===== src/sv/bts_pkg.sv =====
`timescale 1ns / 1ps

package bts_pkg;

  // Field and fraction sizing
  localparam int FIELD_BITS      = 32;
  localparam int FRACTION_DIGITS = 3;
  localparam int FRAC_SCALE      = 10 ** FRACTION_DIGITS;
  localparam int FRAC_W          = $clog2(FRAC_SCALE);
  localparam int FDIG_W          = $clog2(FRACTION_DIGITS + 1);

  // Seconds total: hours*3600 + minutes*60 + seconds fits in 12 extra bits
  localparam int SECS_W = FIELD_BITS + 12;
  localparam int TOT_W  = SECS_W + FRAC_W;
  localparam int TS_W   = 54;
  localparam int CMP_W  = (TOT_W > TS_W) ? TOT_W : TS_W + 1;

  localparam int SEC_PER_HOUR = 3600;
  localparam int SEC_PER_MIN  = 60;
  localparam int DEC_BASE     = 10;

  // Queue between the parser and the arithmetic pipeline
  localparam int QUEUE_DEPTH = 4;
  localparam int QA_W        = $clog2(QUEUE_DEPTH);

  // Characters
  localparam logic [7:0] CH_OPEN  = 8'h5B;
  localparam logic [7:0] CH_CLOSE = 8'h5D;
  localparam logic [7:0] CH_COLON = 8'h3A;
  localparam logic [7:0] CH_DOT   = 8'h2E;
  localparam logic [7:0] CH_ZERO  = 8'h30;
  localparam logic [7:0] CH_NINE  = 8'h39;
  localparam logic [7:0] CH_SPACE = 8'h20;
  localparam logic [7:0] CH_TAB   = 8'h09;
  localparam logic [7:0] CH_CR    = 8'h0D;

  typedef enum logic [2:0] {
    ST_OK        = 3'd0,
    ST_NO_OPEN   = 3'd1,
    ST_NO_NUMBER = 3'd2,
    ST_NO_COLON  = 3'd3,
    ST_NO_CLOSE  = 3'd4,
    ST_OVERFLOW  = 3'd5
  } status_t;

  typedef struct packed {
    logic [7:0] data_byte;
    logic       line_start;
    logic       line_end;
  } in_item_t;

  typedef struct packed {
    logic [TS_W-1:0] timestamp_ms;
    status_t         status;
  } out_item_t;

  // One parsed line: either a finished timestamp or an error status
  typedef struct packed {
    logic                  fin;
    status_t               status;
    logic [FIELD_BITS-1:0] hours;
    logic [FIELD_BITS-1:0] minutes;
    logic [FIELD_BITS-1:0] seconds;
    logic [FRAC_W-1:0]     frac;
    logic [FDIG_W-1:0]     fdig;
  } q_entry_t;

  // Pad a short fraction: 10 ** (FRACTION_DIGITS - digits)
  function automatic logic [FRAC_W:0] frac_scale(input logic [FDIG_W-1:0] d);
    int s;
    s = 1;
    for (int i = 0; i < FRACTION_DIGITS; i++) begin
      if (i >= int'(d)) s = s * DEC_BASE;
    end
    return (FRAC_W + 1)'(s);
  endfunction

endpackage


===== src/sv/bts_front.sv =====
`timescale 1ns / 1ps

module bts_front (
  input  logic               clk,
  input  logic               rst,
  input  logic               byte_valid,
  output logic               byte_stall,
  input  bts_pkg::in_item_t  byte_item,
  input  logic               q_full,
  output logic               push,
  output bts_pkg::q_entry_t  push_data
);

  typedef enum logic [2:0] {
    PH_OPEN,
    PH_HOURS,
    PH_MINUTES,
    PH_SECONDS,
    PH_FRACTION,
    PH_DONE
  } phase_t;

  localparam int AW = bts_pkg::FIELD_BITS + 4;

  phase_t                          phase, phase_next, ph_cur;
  logic [bts_pkg::FIELD_BITS-1:0]  acc, acc_next;
  logic                            seen, seen_next;
  logic [bts_pkg::FIELD_BITS-1:0]  hours, hours_next;
  logic [bts_pkg::FIELD_BITS-1:0]  minutes, minutes_next;
  logic [bts_pkg::FRAC_W-1:0]      frac, frac_next;
  logic [bts_pkg::FDIG_W-1:0]      fdig, fdig_next;

  logic                            take, emit, fin;
  bts_pkg::status_t                est;
  logic [7:0]                      c;
  logic                            is_dec, is_space;
  logic [AW-1:0]                   acc_x10;
  logic                            acc_ovf;
  logic [bts_pkg::FRAC_W+3:0]      frac_x10;

  assign byte_stall = q_full;
  assign take       = byte_valid && !byte_stall;
  assign c          = byte_item.data_byte;

  // Character classes and digit accumulators
  assign is_dec   = (c >= bts_pkg::CH_ZERO) && (c <= bts_pkg::CH_NINE);
  assign is_space = (c == bts_pkg::CH_SPACE) ||
                    ((c >= bts_pkg::CH_TAB) && (c <= bts_pkg::CH_CR));
  assign acc_x10  = AW'(acc) * AW'(bts_pkg::DEC_BASE) + AW'(c[3:0]);
  assign acc_ovf  = |acc_x10[AW-1:bts_pkg::FIELD_BITS];
  assign frac_x10 = (bts_pkg::FRAC_W + 4)'(frac) * (bts_pkg::FRAC_W + 4)'(bts_pkg::DEC_BASE)
                  + (bts_pkg::FRAC_W + 4)'(c[3:0]);

  // Parse one byte
  always_comb begin
    ph_cur       = byte_item.line_start ? PH_OPEN : phase;
    phase_next   = ph_cur;
    acc_next     = acc;
    seen_next    = seen;
    hours_next   = hours;
    minutes_next = minutes;
    frac_next    = frac;
    fdig_next    = fdig;
    emit         = 1'b0;
    fin          = 1'b0;
    est          = bts_pkg::ST_OK;

    unique case (ph_cur)
      PH_OPEN: begin
        if (c == bts_pkg::CH_OPEN) begin
          phase_next = PH_HOURS;
          acc_next   = '0;
          seen_next  = 1'b0;
          // a stamp without a fraction closes with fraction zero
          frac_next  = '0;
          fdig_next  = '0;
        end else if (!is_space) begin
          emit = 1'b1;
          est  = bts_pkg::ST_NO_OPEN;
        end
      end
      PH_HOURS, PH_MINUTES, PH_SECONDS: begin
        if (is_dec) begin
          acc_next  = acc_x10[bts_pkg::FIELD_BITS-1:0];
          seen_next = 1'b1;
          if (acc_ovf) begin
            emit = 1'b1;
            est  = bts_pkg::ST_OVERFLOW;
          end
        end else if (!seen) begin
          emit = 1'b1;
          est  = bts_pkg::ST_NO_NUMBER;
        end else if (ph_cur == PH_SECONDS) begin
          if (c == bts_pkg::CH_DOT) begin
            phase_next = PH_FRACTION;
            frac_next  = '0;
            fdig_next  = '0;
          end else if (c == bts_pkg::CH_CLOSE) begin
            fin = 1'b1;
          end else begin
            emit = 1'b1;
            est  = bts_pkg::ST_NO_CLOSE;
          end
        end else if (c != bts_pkg::CH_COLON) begin
          emit = 1'b1;
          est  = bts_pkg::ST_NO_COLON;
        end else begin
          if (ph_cur == PH_HOURS) begin
            hours_next = acc;
            phase_next = PH_MINUTES;
          end else begin
            minutes_next = acc;
            phase_next   = PH_SECONDS;
          end
          acc_next  = '0;
          seen_next = 1'b0;
        end
      end
      PH_FRACTION: begin
        if (is_dec) begin
          if (int'(fdig) < bts_pkg::FRACTION_DIGITS) begin
            frac_next = frac_x10[bts_pkg::FRAC_W-1:0];
            fdig_next = fdig + 1'b1;
          end
        end else if (c == bts_pkg::CH_CLOSE) begin
          fin = 1'b1;
        end else begin
          emit = 1'b1;
          est  = bts_pkg::ST_NO_CLOSE;
        end
      end
      PH_DONE: begin
      end
    endcase

    // Line ended before a result: report what was expected next
    if (!emit && !fin && byte_item.line_end) begin
      unique case (phase_next)
        PH_OPEN: begin
          emit = 1'b1;
          est  = bts_pkg::ST_NO_OPEN;
        end
        PH_HOURS, PH_MINUTES: begin
          emit = 1'b1;
          est  = seen_next ? bts_pkg::ST_NO_COLON : bts_pkg::ST_NO_NUMBER;
        end
        PH_SECONDS: begin
          emit = 1'b1;
          est  = seen_next ? bts_pkg::ST_NO_CLOSE : bts_pkg::ST_NO_NUMBER;
        end
        PH_FRACTION: begin
          emit = 1'b1;
          est  = bts_pkg::ST_NO_CLOSE;
        end
        PH_DONE: begin
        end
      endcase
    end

    if (emit || fin) phase_next = PH_DONE;
  end

  // Request toward the arithmetic side
  assign push              = take && (emit || fin);
  assign push_data.fin     = fin;
  assign push_data.status  = est;
  assign push_data.hours   = hours;
  assign push_data.minutes = minutes;
  assign push_data.seconds = acc;
  assign push_data.frac    = frac;
  assign push_data.fdig    = fdig;

  always_ff @(posedge clk) begin
    if (rst) begin
      phase   <= PH_OPEN;
      acc     <= '0;
      seen    <= 1'b0;
      hours   <= '0;
      minutes <= '0;
      frac    <= '0;
      fdig    <= '0;
    end else if (take) begin
      phase   <= phase_next;
      acc     <= acc_next;
      seen    <= seen_next;
      hours   <= hours_next;
      minutes <= minutes_next;
      frac    <= frac_next;
      fdig    <= fdig_next;
    end
  end

  // Every result closes the line
  a_done_after_push: assert property (@(posedge clk) disable iff (rst)
    push |=> (phase == PH_DONE))
    else $error("parser not idle after issuing a result");

endmodule


===== src/sv/bts_queue.sv =====
`timescale 1ns / 1ps

module bts_queue (
  input  logic              clk,
  input  logic              rst,
  input  logic              push,
  input  bts_pkg::q_entry_t push_data,
  input  logic              pop,
  output logic              full,
  output logic              avail,
  output bts_pkg::q_entry_t head
);

  bts_pkg::q_entry_t        slots [bts_pkg::QUEUE_DEPTH];
  logic [bts_pkg::QA_W-1:0] wr_ptr, rd_ptr;
  logic [bts_pkg::QA_W:0]   count;

  assign full  = (count == (bts_pkg::QA_W + 1)'(bts_pkg::QUEUE_DEPTH));
  assign avail = (count != '0);
  assign head  = slots[rd_ptr];

  // Entry storage
  always_ff @(posedge clk) begin
    if (push) slots[wr_ptr] <= push_data;
  end

  // Pointers and fill level
  always_ff @(posedge clk) begin
    if (rst) begin
      wr_ptr <= '0;
      rd_ptr <= '0;
      count  <= '0;
    end else begin
      if (push) wr_ptr <= wr_ptr + 1'b1;
      if (pop)  rd_ptr <= rd_ptr + 1'b1;
      count <= count + (bts_pkg::QA_W + 1)'(push) - (bts_pkg::QA_W + 1)'(pop);
    end
  end

  a_no_push_full: assert property (@(posedge clk) disable iff (rst)
    push |-> !full)
    else $error("request pushed into full queue");

  a_no_pop_empty: assert property (@(posedge clk) disable iff (rst)
    pop |-> avail)
    else $error("request popped from empty queue");

  a_count_bound: assert property (@(posedge clk) disable iff (rst)
    count <= (bts_pkg::QA_W + 1)'(bts_pkg::QUEUE_DEPTH))
    else $error("queue fill level out of range");

endmodule


===== src/sv/bts_back.sv =====
`timescale 1ns / 1ps

module bts_back (
  input  logic               clk,
  input  logic               rst,
  input  logic               avail,
  input  bts_pkg::q_entry_t  head,
  output logic               pop,
  output logic               result_valid,
  input  logic               result_stall,
  output bts_pkg::out_item_t result_item
);

  localparam int FW = bts_pkg::FRAC_W;
  localparam int SW = bts_pkg::SECS_W;
  localparam int TW = bts_pkg::TOT_W;
  localparam int CW = bts_pkg::CMP_W;

  localparam logic [bts_pkg::TS_W-1:0] TOTAL_MAX = '1;

  logic v1, v2, v3, v4;
  logic ld1, ld2, ld3, ld4;

  // Stage 1: constant products and fraction padding
  logic             s1_fin;
  bts_pkg::status_t s1_status;
  logic [SW-1:0]    s1_h, s1_m, s1_s;
  logic [FW-1:0]    s1_fpad;
  // Stage 2: whole seconds
  logic             s2_fin;
  bts_pkg::status_t s2_status;
  logic [SW-1:0]    s2_secs;
  logic [FW-1:0]    s2_fpad;
  // Stage 3: scaled total
  logic             s3_fin;
  bts_pkg::status_t s3_status;
  logic [TW-1:0]    s3_total;

  logic [2*FW:0]    fpad_prod;
  logic [CW-1:0]    total_ext;
  logic             ovf;

  // Pipeline advance
  assign ld4 = !v4 || !result_stall;
  assign ld3 = !v3 || ld4;
  assign ld2 = !v2 || ld3;
  assign ld1 = !v1 || ld2;
  assign pop = avail && ld1;

  assign fpad_prod = (2 * FW + 1)'(head.frac) * (2 * FW + 1)'(bts_pkg::frac_scale(head.fdig));
  assign total_ext = CW'(s3_total);
  assign ovf       = total_ext > CW'(TOTAL_MAX);

  always_ff @(posedge clk) begin
    if (rst) begin
      v1 <= 1'b0;
      v2 <= 1'b0;
      v3 <= 1'b0;
      v4 <= 1'b0;
    end else begin
      if (ld1) v1 <= pop;
      if (ld2) v2 <= v1;
      if (ld3) v3 <= v2;
      if (ld4) v4 <= v3;
    end
  end

  always_ff @(posedge clk) begin
    if (ld1) begin
      s1_fin    <= head.fin;
      s1_status <= head.status;
      s1_h      <= SW'(head.hours) * SW'(bts_pkg::SEC_PER_HOUR);
      s1_m      <= SW'(head.minutes) * SW'(bts_pkg::SEC_PER_MIN);
      s1_s      <= SW'(head.seconds);
      s1_fpad   <= fpad_prod[FW-1:0];
    end
    if (ld2) begin
      s2_fin    <= s1_fin;
      s2_status <= s1_status;
      s2_secs   <= s1_h + s1_m + s1_s;
      s2_fpad   <= s1_fpad;
    end
    if (ld3) begin
      s3_fin    <= s2_fin;
      s3_status <= s2_status;
      s3_total  <= TW'(s2_secs) * TW'(bts_pkg::FRAC_SCALE) + TW'(s2_fpad);
    end
    // Output register: range check and status merge
    if (ld4) begin
      if (s3_fin) begin
        result_item.status       <= ovf ? bts_pkg::ST_OVERFLOW : bts_pkg::ST_OK;
        result_item.timestamp_ms <= ovf ? '0 : total_ext[bts_pkg::TS_W-1:0];
      end else begin
        result_item.status       <= s3_status;
        result_item.timestamp_ms <= '0;
      end
    end
  end

  assign result_valid = v4;

endmodule


===== src/sv/bracket_timestamp_parser.sv =====
`timescale 1ns / 1ps
// Throughput: one byte per cycle, sustained, while results are taken.
// A result is offered once the byte that ends the timestamp has passed through the queue write
//   and then a four-stage arithmetic pipeline; the last stage is the output register.
// A four-entry request queue decouples the parser from the pipeline; bytes stall only when it is full.
// Reset (rst, synchronous, active high) returns the parser to waiting for '[' and empties
//   the queue and pipeline at once; no clearing pass.
module bracket_timestamp_parser (
  input  logic               clk,
  input  logic               rst,
  input  logic               byte_valid,
  output logic               byte_stall,
  input  bts_pkg::in_item_t  byte_item,
  output logic               result_valid,
  input  logic               result_stall,
  output bts_pkg::out_item_t result_item
);

  logic              push, pop, q_full, q_avail;
  bts_pkg::q_entry_t push_data, q_head;

  bts_front u_front (
    .clk        (clk),
    .rst        (rst),
    .byte_valid (byte_valid),
    .byte_stall (byte_stall),
    .byte_item  (byte_item),
    .q_full     (q_full),
    .push       (push),
    .push_data  (push_data)
  );

  bts_queue u_queue (
    .clk       (clk),
    .rst       (rst),
    .push      (push),
    .push_data (push_data),
    .pop       (pop),
    .full      (q_full),
    .avail     (q_avail),
    .head      (q_head)
  );

  bts_back u_back (
    .clk          (clk),
    .rst          (rst),
    .avail        (q_avail),
    .head         (q_head),
    .pop          (pop),
    .result_valid (result_valid),
    .result_stall (result_stall),
    .result_item  (result_item)
  );

endmodule


===== config.mk =====
export PLATFORM = sky130hd
export DESIGN_NAME = bracket_timestamp_parser
export DESIGN_NICKNAME = d
export VERILOG_FILES = /design/src/sv/bts_pkg.sv /design/src/sv/bts_front.sv /design/src/sv/bts_queue.sv /design/src/sv/bts_back.sv /design/src/sv/bracket_timestamp_parser.sv
export SDC_FILE = /design/constraint.sdc
export NUM_CORES = 2
export LEC_CHECK = 0
export ABC_AREA = 1
export BUFFER_PORTS_ARGS = -buffer_cell sky130_fd_sc_hd__buf_2
export CAP_MARGIN = 15
export CORE_MARGIN = 3
export CORE_UTILIZATION = 45
export DETAILED_ROUTE_END_ITERATION = 6
export PLACE_DENSITY = 0.66
export SYNTH_ARGS = -nofsm -noshare
export SYNTH_HDL_FRONTEND = slang
export SYNTH_HIERARCHICAL = 1
export SYNTH_SLANG_ARGS = --single-unit
export TNS_END_PERCENT = 50

===== constraint.sdc =====
create_clock -name clk -period 9.17 [get_ports clk]
set_input_delay 0.4585 -clock clk [delete_from_list [all_inputs] [get_ports clk]]
set_output_delay 0.4585 -clock clk [all_outputs]
set_load 0.005 [all_outputs]

==> impl_table.tex <==
\begin{tabular}{lr}
\hline
Metric & Value \\
\hline
\multicolumn{2}{l}{\textbf{Drt}} \\
\quad First-pass detailed-route iteration total & 6 \\
\quad Vias post-DR & 42200 \\
\quad Total DRC errors in the routed layout & 0 \\
\quad Met1 routed wirelength after detailed routing & 62700 microns \\
\quad Final wirelength & 140000 microns \\
\quad Average via count per standard cell & 5.03 \\
\quad Top metal layer carrying routed signals & met4 \\
\quad Routed length on met2 & 67600 microns \\
\quad First DRT Iteration DRCs & 2848 \\
\quad Wire length on met3 & 5880 microns \\
\quad Number of antenna-violating nets in the routed design & 0 \\
\quad Wire length per cell after detailed routing & 16.7 microns \\
\multicolumn{2}{l}{\textbf{Critical path}} \\
\quad Worst setup path category & reg -> reg \\
\quad Cell type group with the largest total delay on the critical path & adder cells \\
\quad Standard cell with the maximum stage delay on the critical path & sky130\_fd\_sc\_hd\_\_dfxtp\_4 \\
\quad Crit path buffers/inverters & 6 \\
\quad Library cell appearing most often on the critical path & sky130\_fd\_sc\_hd\_\_inv\_1 \\
\quad Kind of end point of the critical path & register \\
\quad Critical Path RT & 9610 ps \\
\quad CP Cell Sequence & buf\_4 -> o211ai\_1 -> nand2\_1 -> clkinv\_1 -> nor2\_1 -> nand2\_1 -> fa\_1 -> inv\_1 -> ha\_1 -> ha\_1 -> inv\_1 -> fa\_1 -> fa\_1 -> inv\_1 -> ha\_1 -> a21oi\_1 -> inv\_1 -> a31oi\_1 -> nor2\_1 -> o21ai\_0 -> nand2\_1 -> xor2\_1 \\
\quad Critical-path maximum fanout & 114 \\
\quad Kind of launch point of the worst setup path & register \\
\quad Reg-to-reg slack, setup & 2720 ps \\
\quad Arrival time of the worst setup path & 6890 ps \\
\quad Max stage delay on crit path & 1040 ps \\
\multicolumn{2}{l}{\textbf{Timing}} \\
\quad Final Hold Vio Count & 0 \\
\quad Crit share post-route & 70.3\% \\
\quad Time the worst path needs with I/O delays and setup & 6450 ps \\
\quad Worst slew pin tran & 1090 ps \\
\quad Count of final setup violators & 0 \\
\quad Maximum achievable frequency & 155 MHz \\
\quad Setup slack after layout & 2720 ps \\
\quad Unrepaired setup endpoints after global routing & no \\
\quad Clock tree skew after final layout & 41.8 ps \\
\quad Normalized max-slew margin & 27.1\% \\
\quad Number of max-slew violations in the final report & 0 \\
\quad Setup Total Neg Slack & 0 ps \\
\multicolumn{2}{l}{\textbf{Run}} \\
\quad Number of violations of the max-capacitance limit & 0 \\
\multicolumn{2}{l}{\textbf{CTS}} \\
\quad Number of buffers inserted during clock tree synthesis & 91 \\
\quad TritonCTS clock tree & done \\
\quad Clk Tree Root Cell & sky130\_fd\_sc\_hd\_\_clkbuf\_16 \\
\quad Insertion delay to the later sink of the worst-skew pair & 710 ps \\
\quad Clock slew seen by the registers of the worst setup and hold paths & 60 ps \\
\quad Number of post-CTS setup repair buffers & 0 \\
\quad Resized cells post-CTS & 0 \\
\quad CTS H-tree lvls & 3 \\
\quad Number of buffers added to fix hold violations after cts & 0 \\
\quad Clock sink count & 868 \\
\quad Number of buffers between clock root and the deepest sink & 3 \\
\multicolumn{2}{l}{\textbf{Logic synthesis}} \\
\quad Post-synth top flop & sky130\_fd\_sc\_hd\_\_edfxtp\_1 \\
\quad Number of synthesized flops with an enable pin & 743 \\
\quad Synthesized area & 59200 sq um \\
\quad Sequential fraction of the synthesis area & 41.9\% \\
\quad Post-Synthesis Cells & 6499 \\
\quad Ys async rst share & 0\% \\
\quad Number of synthesized register bits & 868 \\
\quad Syn avg cell area & 9.11 sq um \\
\quad Count of unique library cells instantiated by Yosys & 56 \\
\quad Yosys Warn Count & 6 \\
\multicolumn{2}{l}{\textbf{Placement}} \\
\quad Number of buffers inserted by port buffering & 72 \\
\quad HPWL reported at the end of detailed placement & 109000 microns \\
\quad Minimum setup slack after placement & 2790 ps \\
\quad Last weighted congestion value of the routability-driven placer & 0.925 \\
\multicolumn{2}{l}{\textbf{Global routing}} \\
\quad Wire length of the first global-routing pass & 224000 microns \\
\quad Pin count of the biggest net entering global routing & 176 \\
\quad Vias in the first global route & 41900 \\
\quad Antenna violations before repair & 0 \\
\quad Total global routing overflow & 0 \\
\quad Total routing usage reported by global routing & 20.8\% \\
\multicolumn{2}{l}{\textbf{Floorplan}} \\
\quad Number of ports placed on the die boundary & 73 \\
\quad Die outline area & 136000 sq um \\
\quad Placement row count & 132 \\
\quad Initial core utilization & 45.5\% \\
\quad Core Footprint & 130000 sq um \\
\quad Y dimension of the die & 369 microns \\
\quad Die X-Extent & 369 microns \\
\multicolumn{2}{l}{\textbf{Cells and area}} \\
\quad Fraction of layout instances using a drive strength above 1 & 6.33\% \\
\quad Area growth from synthesis to final layout & 8.63\% \\
\quad Most frequent cells in the layout & sky130\_fd\_sc\_hd\_\_nand2\_1 (1443), sky130\_fd\_sc\_hd\_\_inv\_1 (1309), sky130\_fd\_sc\_hd\_\_edfxtp\_1 (743), sky130\_fd\_sc\_hd\_\_ha\_1 (416), sky130\_fd\_sc\_hd\_\_nor2\_1 (410) \\
\quad Post-layout net count & 7345 \\
\quad Seq. cell area & 24800 sq um \\
\quad Most common cell after layout, fill and taps aside & sky130\_fd\_sc\_hd\_\_nand2\_1 \\
\quad Count of fill cells added during filler insertion & 12300 \\
\quad Area used by multi-input combinational logic & 28600 sq um \\
\multicolumn{2}{l}{\textbf{Hold path}} \\
\quad Worst min-delay path class & in -> reg \\
\multicolumn{2}{l}{\textbf{Run status}} \\
\quad Run status & complete, no violations \\
\hline
\end{tabular}
[worst register-to-register path: cells and delay by family, from the launching register on]
family / cells / cell delay [ps]
compound gates: 4 / 720
simple gates: 5 / 760
flops: 1 / 1040
xor+xnor: 1 / 140
buf+inv: 6 / 1200
fa+ha+maj: 6 / 2340
[sequential cells by signal (all words and copies together) (netlist names), 36 cells and up, named ones only]
| signal | cells |
|---|---|
| u_back/s1_m | 36 |
| u_back/result_item | 57 |
| u_back/s1_h | 40 |
| u_back/s2_secs | 44 |
| u_queue/slots | 448 |
| u_back/s3_total | 54 |
[final cells by class]
class,count,share of cell area [%]
antenna,2,0.00778
clock buffer,117,3.90
tap,1742,3.39
timing repair buffer,94,0.899
clock inverter,55,0.850
sequential,868,38.6
inverter,1344,7.87
multi-input combinational,4176,44.5
[cells in the mapped netlist (50+ instances only)]
cell                       instances  area, sq um
sky130_fd_sc_hd__a21oi_1         397         1990
sky130_fd_sc_hd__o211ai_1        124          931
sky130_fd_sc_hd__nand2_2          50          313
sky130_fd_sc_hd__o21ai_1          95          475
sky130_fd_sc_hd__nand4_1          59          369
sky130_fd_sc_hd__xor2_1          111          972
sky130_fd_sc_hd__ha_1            416         5200
sky130_fd_sc_hd__edfxtp_1        743        22300
sky130_fd_sc_hd__dfxtp_1         125         2500
sky130_fd_sc_hd__fa_1            340         6810
sky130_fd_sc_hd__inv_1          1317         4940
sky130_fd_sc_hd__nand2_1        1444         5420
sky130_fd_sc_hd__xnor2_1          54          473
sky130_fd_sc_hd__nand3_1         219         1100
sky130_fd_sc_hd__nor2_1          410         1540
sky130_fd_sc_hd__o21ai_0         165          826
[per-layer routing]
| metal | global-route usage (%) | vias to the layer above |
|---|---|---|
| li1 | - | 21100 |
| met1 | 27.6 | 20000 |
| met2 | 35.8 | 898 |
| met3 | 2.35 | 213 |
| met4 | 6.72 | 0 |
| met5 | 0 | - |
[through the flow]
stage	instances	instance area (sq um)	hold WS [ps]	util (%)
global placement	8224	61200	401	47.1
global route	8396	64300	79.0	49.5
detailed placement	8224	61200	406	47.1
floorplan	6502	59200	400	-
CTS	8396	64300	42.0	49.5
finish	8398	64300	95.7	49.5
[path summary, 6_finish.rpt]
check | endpoint | start | cells past startpoint
min reg2reg | u_back/s3_status[1] | u_back/s2_status[1] | 0
max reg2reg | u_back/s1_fpad[8] | register | 22
min | u_front/frac[0] | byte_item[2] | 3
max | u_back/s1_fpad[8] | register | 22
[kinds of logic (layout without fill, tap and decap cells)]
logic type	Yosys count	after routing	synth area share (%)
AND/OR/NAND/NOR	2359	2359	17.0
buffers and inverters	1458	1610	9.80
AO/OA/AOI/OAI	891	891	8.52
flip-flops	868	868	41.9
adder cells (fa/ha/maj)	756	756	20.3
XOR/XNOR	165	165	2.44
other	2	7	0.0127
Power is left out: the tool's default activity adds up to more than one toggle a clock period on the data nets, which glitch-free logic cannot reach.
